[config.mk]
export PLATFORM = sky130hd
export DESIGN_NAME = pbc3d_ctrl
export DESIGN_NICKNAME = d
export VERILOG_FILES = /design/src/hdl/pbc3d_pkg.sv /design/src/hdl/pbc3d_ctrl.sv
export VERILOG_INCLUDE_DIRS = /design/src /design/src/hdl
export SDC_FILE = /design/constraint.sdc
export NUM_CORES = 1
export LEC_CHECK = 0
export BUFFER_PORTS_ARGS = -buffer_cell sky130_fd_sc_hd__buf_2
export CAP_MARGIN = 20
export CORE_AREA = 2 2 39 41
export CTS_BUF_LIST = sky130_fd_sc_hd__clkbuf_8 sky130_fd_sc_hd__clkbuf_16
export CTS_CLUSTER_SIZE = 12
export DETAILED_ROUTE_END_ITERATION = 6
export DIE_AREA = 0 0 41 43
export PLACE_DENSITY = 0.68
export SLEW_MARGIN = 20
export SYNTH_ARGS = -nofsm -noshare
export SYNTH_HDL_FRONTEND = slang
export SYNTH_SLANG_ARGS = --single-unit
export TNS_END_PERCENT = 5
[constraint.sdc]
create_clock -name clock -period 2.6 [get_ports clock]
set_input_delay 0.52 -clock clock [delete_from_list [all_inputs] [get_ports clock]]
set_output_delay 0.52 -clock clock [all_outputs]
set_load 0.03 [all_outputs]
[src/hdl/power_basis_curve_3d_eval_top_assert.svh]
// Assertion macros used by the curve evaluator controller.
// Each macro expects signals named clock and reset in the module that uses it.
`ifndef POWER_BASIS_CURVE_3D_EVAL_TOP_ASSERT_SVH
`define POWER_BASIS_CURVE_3D_EVAL_TOP_ASSERT_SVH

// Same-cycle implication, switched off during reset.
`define PBC3D_ASSERT_IMPL(lbl, ante, cons) \
   lbl: assert property (@(posedge clock) disable iff (reset) (ante) |-> (cons)) \
      else $error("pbc3d: same-cycle check failed");

// Next-cycle implication, switched off during reset.
`define PBC3D_ASSERT_NEXT(lbl, ante, cons) \
   lbl: assert property (@(posedge clock) disable iff (reset) (ante) |=> (cons)) \
      else $error("pbc3d: next-cycle check failed");

`endif

[src/hdl/pbc3d_pkg.sv]
// Shared types, constants and helpers for the 3D power-basis curve evaluator.
// No dependencies; used by the controller, the datapath and the top level.
`default_nettype none

package pbc3d_pkg;

   // Fixed field widths.
   localparam int DATA_W    = 32;
   localparam int CNT_W     = 7;
   localparam int CCOUNT_W  = 5;
   localparam int CIDX_W    = 4;
   localparam int OPC_W     = 2;
   localparam int CSR_IDX_W = 2;
   localparam int NUM_LANES = 3;

   // Opcodes.
   localparam logic [OPC_W-1:0] OP_LOAD  = 2'd0;
   localparam logic [OPC_W-1:0] OP_EVAL  = 2'd1;
   localparam logic [OPC_W-1:0] OP_SWEEP = 2'd2;

   // Register indexes.
   localparam logic [CSR_IDX_W-1:0] CSR_INTERVAL_START = 2'd0;
   localparam logic [CSR_IDX_W-1:0] CSR_INTERVAL_END   = 2'd1;
   localparam logic [CSR_IDX_W-1:0] CSR_COEFF_COUNT    = 2'd2;

   // Register reset values.
   localparam logic [DATA_W-1:0] START_RESET = 32'h0000_0000;
   localparam logic [DATA_W-1:0] END_RESET   = 32'h0001_0000;

   typedef enum logic [3:0] {
      ST_IDLE,
      ST_DECODE,
      ST_DIV,
      ST_SET_U,
      ST_RD_TOP,
      ST_ACC_TOP,
      ST_MUL,
      ST_ADD,
      ST_EMIT
   } state_type;

   // Commands from the controller to the datapath.
   typedef struct packed {
      logic capture;
      logic store_we;
      logic div_start;
      logic set_u;
      logic use_param;
      logic rd_top;
      logic acc_top;
      logic mul;
      logic add;
      logic emit;
      logic last;
      logic pt_next;
   } ctrl_cmd_type;

   // Status from the datapath to the controller.
   typedef struct packed {
      logic cnt_zero;
      logic cnt_one;
      logic n_zero;
      logic k_zero;
      logic k_one;
      logic pt_last;
      logic div_done;
   } ctrl_status_type;

   // Saturate a signed 64-bit value to 32 bits.
   function automatic logic signed [DATA_W-1:0] sat32(input logic signed [63:0] v);
      logic signed [DATA_W-1:0] r;
      if (v > 64'sd2147483647) begin
         r = 32'sh7FFF_FFFF;
      end else if (v < -64'sd2147483648) begin
         r = 32'sh8000_0000;
      end else begin
         r = v[DATA_W-1:0];
      end
      return r;
   endfunction

endpackage

`default_nettype wire

[src/hdl/pbc3d_ctrl.sv]
// Controller state machine of the curve evaluator: sequences loads, the sweep
// divide, the Horner steps and result strobes. Depends on pbc3d_pkg and power_basis_curve_3d_eval_top_assert.svh.
`default_nettype none

`include "power_basis_curve_3d_eval_top_assert.svh"

module pbc3d_ctrl (
   input  wire logic                           clock,
   input  wire logic                           reset,
   input  wire logic                           start,
   input  wire logic [pbc3d_pkg::OPC_W-1:0]    req_opcode,
   output logic                                busy,
   output pbc3d_pkg::ctrl_cmd_type             cmd,
   input  wire pbc3d_pkg::ctrl_status_type     status
);

   pbc3d_pkg::state_type              state_ff, state_in;
   logic [pbc3d_pkg::OPC_W-1:0]       op_ff, op_in;
   logic                              accept;
   logic                              is_eval;

   assign busy    = (state_ff != pbc3d_pkg::ST_IDLE);
   assign accept  = start && !busy;
   assign is_eval = (op_ff == pbc3d_pkg::OP_EVAL);

   // State and opcode registers.
   always_ff @(posedge clock) begin
      if (reset) begin
         state_ff <= pbc3d_pkg::ST_IDLE;
         op_ff    <= pbc3d_pkg::OP_LOAD;
      end else begin
         state_ff <= state_in;
         op_ff    <= op_in;
      end
   end

   // Next state and commands.
   always_comb begin
      state_in = state_ff;
      op_in    = op_ff;
      cmd      = '0;
      unique case (state_ff)
         pbc3d_pkg::ST_IDLE: begin
            if (start) begin
               cmd.capture  = 1'b1;
               cmd.store_we = (req_opcode == pbc3d_pkg::OP_LOAD);
               op_in        = req_opcode;
               state_in     = pbc3d_pkg::ST_DECODE;
            end
         end
         pbc3d_pkg::ST_DECODE: begin
            priority if (op_ff == pbc3d_pkg::OP_EVAL) begin
               state_in = pbc3d_pkg::ST_SET_U;
            end else if (op_ff == pbc3d_pkg::OP_SWEEP) begin
               priority if (status.cnt_zero) begin
                  state_in = pbc3d_pkg::ST_IDLE;
               end else if (status.cnt_one) begin
                  state_in = pbc3d_pkg::ST_SET_U;
               end else begin
                  cmd.div_start = 1'b1;
                  state_in      = pbc3d_pkg::ST_DIV;
               end
            end else begin
               // Loads finished on acceptance; the unused opcode does nothing.
               state_in = pbc3d_pkg::ST_IDLE;
            end
         end
         pbc3d_pkg::ST_DIV: begin
            if (status.div_done) begin
               state_in = pbc3d_pkg::ST_SET_U;
            end
         end
         pbc3d_pkg::ST_SET_U: begin
            cmd.set_u     = 1'b1;
            cmd.use_param = is_eval;
            state_in      = pbc3d_pkg::ST_RD_TOP;
         end
         pbc3d_pkg::ST_RD_TOP: begin
            cmd.rd_top = 1'b1;
            state_in   = pbc3d_pkg::ST_ACC_TOP;
         end
         pbc3d_pkg::ST_ACC_TOP: begin
            cmd.acc_top = 1'b1;
            if (status.n_zero || status.k_zero) begin
               state_in = pbc3d_pkg::ST_EMIT;
            end else begin
               state_in = pbc3d_pkg::ST_MUL;
            end
         end
         pbc3d_pkg::ST_MUL: begin
            cmd.mul  = 1'b1;
            state_in = pbc3d_pkg::ST_ADD;
         end
         pbc3d_pkg::ST_ADD: begin
            cmd.add = 1'b1;
            if (status.k_one) begin
               state_in = pbc3d_pkg::ST_EMIT;
            end else begin
               state_in = pbc3d_pkg::ST_MUL;
            end
         end
         pbc3d_pkg::ST_EMIT: begin
            cmd.emit = 1'b1;
            cmd.last = is_eval || status.pt_last;
            if (cmd.last) begin
               state_in = pbc3d_pkg::ST_IDLE;
            end else begin
               cmd.pt_next = 1'b1;
               state_in    = pbc3d_pkg::ST_SET_U;
            end
         end
         default: begin
            state_in = pbc3d_pkg::ST_IDLE;
         end
      endcase
   end

   // An accepted item always makes the block busy in the following cycle.
   `PBC3D_ASSERT_NEXT(a_accept_busy, accept, busy)
   // The divider only finishes while the controller waits for it.
   `PBC3D_ASSERT_IMPL(a_div_done_in_div, status.div_done, state_ff == pbc3d_pkg::ST_DIV)
   // Two results are never emitted in consecutive cycles.
   `PBC3D_ASSERT_NEXT(a_emit_spaced, cmd.emit, !cmd.emit)
   // Stepping to the next sweep point only happens for a sweep.
   `PBC3D_ASSERT_IMPL(a_step_sweep_only, cmd.pt_next, op_ff == pbc3d_pkg::OP_SWEEP)

endmodule

`default_nettype wire

==> flow_summary_export.csv <==
group,metric,value,unit
synthesis,synth_area_per_cell,7.917,µm²
sta,rsz0062_at_grt,"false",
synthesis,yosys_warnings,0,
worst_setup_path,path_cells,"nor4b_4 -> nor3b_4 -> buf_2",
routing,detail-route-antenna-nets,0,
synthesis,ys_types,30,
clock_network,path_clk_slew,0.03,ns
worst_setup_path,slowest_stage,"dfxtp_1",
routing,drt-vias-per-instance,5.051,
pwr,p_leak,0.0003026,µW
die,placementRows,14,
worst_setup_path,rrSetupSlack,1.14,ns
run,cap_viol_max_count,0,
outcome,status,"finished, final reports clean",
pwr,p_int,219.8,µW
placed_design,gp_congestion,0.6730,
pwr,p_sw,75.47,µW
sta,fin_hold_ws,0.5108,ns
worst_setup_path,worstSetupPathType,"flip-flop to output pin",
pwr,p_seq_share,35.7,%
worst_setup_path,crit_family,"simple AND/OR/NAND/NOR gates",
synthesis,yosys.area.top_type,"dfxtp_1",
global_routing,antenna_found_initial,0,
pwr,finalPower,295.3,µW
final_layout,fin_nets,96,
clock_network,post_cts_buffers,0,
sta,tightest_slew,0.4045,ns
global_routing,grt_max_degree,14,
pwr,powerDensity,477.7,mW/mm²
routing,drc_errors,0,
routing,firstDrtPassIters,4,
synthesis,synthCells,58,
worst_setup_path,cp_max_fo,13,
worst_setup_path,critPathBufInv,1,
sta,worst_clock_skew,0.0001120,ns
sta,fmax,481.5,MHz
placed_design,dp_hpwl,826.8,µm
die,die_width,41,µm
clock_network,ctsHoldBuffers,0,
sta,slew_violations,0,
final_layout,syn_to_final_growth,34.61,%
sta,fin_setup_tns,0,ns
final_layout,drive_gt1_share,40.24,%
global_routing,grtUsageTotal,13.78,%
clock_network,cts_tree,"done",
worst_setup_path,end_kind,"output pin",
synthesis,synth-seq-area-share,26.16,%
placed_design,dp_cells,95,
pwr,p_comb_share,19.5,%
global_routing,grt_pass1_wl,1.635,mm
clock_network,numCtsBuffers,3,
routing,vias,495,
pwr,peakVddDrop,0.0003414,V
sta,fin_crit,2.077,ns
clock_network,numClockSinks,6,
clock_network,cts-root-buf,"clkbuf_8",
sta,setup_viol,0,
die,start_util,33.18,%
final_layout,diodes,0,
sta,final.period_utilization,79.89,%
routing,drtIter0Drc,2,
worst_setup_path,cp_slowest_stage_delay,0.42,ns
worst_setup_path,start_kind,"flip-flop",
die,pin_count,25,
die,core-area,0.001384,mm²
synthesis,netlist_area,459.2,µm²
global_routing,grt_overflow,0,
synthesis,synthTopCellsByArea,"dfxtp_1 (26%), nor2_1 (7.4%), nor4b_4 (5.2%), mux2i_1 (4.4%), nor3_1 (4.4%)",
pwr,switching_share,25.56,%
sta,hold_violations,0,
routing,detail_route.wl_per_cell,10.10,µm
clock_network,h-tree-depth,1,
global_routing,grt_pass1_vias,421,
synthesis,syn-num-nets,70,
clock_network,clkLatencyLatePin,0.21,ns
routing,wl,990,µm
clock_network,clk_path_buf_depth,2,
worst_setup_path,arrival,1.56,ns
synthesis,synth_top_cell_area_share,26.16,%
worst_hold_path,hold_class,"flip-flop to flip-flop",
pwr,clkPwrFrac,44.8,%
final_layout,fin_cells,98,
placed_design,portBuffers,24,
clock_network,ctsResizeCount,0,
die,dieArea,0.001763,mm²
worst_setup_path,crit_required,2.08,ns
synthesis,ys_ff_latch,6,
sta,slew-limit-headroom,72.99,%
die,die_y,43,µm
==> path summary, 6_finish.rpt <==
| path | startpoint | cells past startpoint | end |
|---|---|---|---|
| worst max-delay path | state_ff[1] | 3 | cmd[0] |
| worst min-delay path | op_ff[0] | 2 | op_ff[0] |
| worst max register to register | state_ff[1] | 4 | state_ff[0] |
| worst min register to register | op_ff[0] | 2 | op_ff[0] |
==> synth_stat cells <==
| library cell | instances |
|---|---|
| nand2_1 | 5 |
| and2_1 | 1 |
| buf_4 | 1 |
| a21oi_1 | 2 |
| a21o_1 | 1 |
| nor2_1 | 9 |
| nor3b_1 | 1 |
| nor4b_4 | 1 |
| inv_1 | 2 |
| nand3_1 | 2 |
| a211oi_1 | 1 |
| nor2_2 | 1 |
| o21a_1 | 1 |
| nor3b_4 | 1 |
| and4b_1 | 1 |
| nor4b_1 | 1 |
| nor3_1 | 4 |
| o21bai_1 | 1 |
| a211oi_2 | 1 |
| a31oi_1 | 2 |
| nand4_1 | 1 |
| buf_6 | 1 |
| o211ai_1 | 1 |
| dfxtp_1 | 6 |
| o21ai_0 | 3 |
| clkbuf_1 | 1 |
| and3_1 | 1 |
| mux2i_1 | 2 |
| and2b_2 | 2 |
| or2b_1 | 1 |
==> area by class of cell <==
type                            instances  area [µm²]
Clock buffer                            3       41.29
Fill cell                             157       765.7
Inverter                                2       7.507
Multi-Input combinational cell         47       309.0
Sequential cell                         6       120.1
Tap cell                               16       20.02
Timing Repair Buffer                   24       120.1
==> layout by cell type, fill, tap and decap left out, types with 2 or more instances in the layout <==
cell type / count
a21oi_1: 2
and2b_2: 2
dfxtp_1: 6
o21ai_0: 3
nor3_1: 4
mux2i_1: 2
buf_2: 24
a31oi_1: 2
nor2_1: 9
clkbuf_8: 3
nand3_1: 2
nand2_1: 5
inv_1: 2
==> kinds of logic after synthesis <==
family | after synthesis | share of synthesized area (%)
AO/OA/AOI/OAI | 13 | 19.07
flip-flops | 6 | 26.16
multiplexers | 2 | 4.360
buffers and inverters | 5 | 6.540
AND/OR/NAND/NOR | 32 | 43.88
==> per-stage QoR <==
| step | util (%) | worst slack (ns) | area [µm²] |
|---|---|---|---|
| CTS | 44.67 | 0.4897 | 618.1 |
| floorplan | - | 0.5796 | 459.2 |
| global placement | 41.68 | 0.7376 | 576.8 |
| finish | 44.67 | 0.5230 | 618.1 |
| global route | 44.67 | 0.3379 | 618.1 |
| detailed placement | 41.68 | 0.7218 | 576.8 |
==> power by group through the flow <==
| stage | sequential, µW | clock, µW | combinational, µW |
|---|---|---|---|
| after global routing | 107 | 144 | 64.3 |
| after CTS | 105 | 138 | 58.2 |
| after detailed placement | 107 | 0 | 57.9 |
| final | 105 | 132 | 57.6 |
| after floorplan | 101 | 0 | 45.6 |
| after global placement | 107 | 0 | 57.4 |
==> worst reg2reg max path, cell delays in order (launching register included) <==
cell and delay, ns:
dfxtp_1 0.42, nor4b_4 0.39, nor3b_4 0.30, nor2_2 0.07
a211oi_2 0.21
==> layer usage <==
metal / vias up / GRT usage, % / share of wire, %
li1: 260 / - / -
met1: 219 / 16.50 / 45
met2: 14 / 20.31 / 48
met3: 2 / 3.141 / 6.4
met4: 0 / 10.00 / 1.1
met5: - / 0 / 0
==> registers in the layout, summed over array words and instances, names as in the netlist <==
register  count
state_ff      4
op_ff         2
No activity file was read; power rests on OpenSTA's default activity.
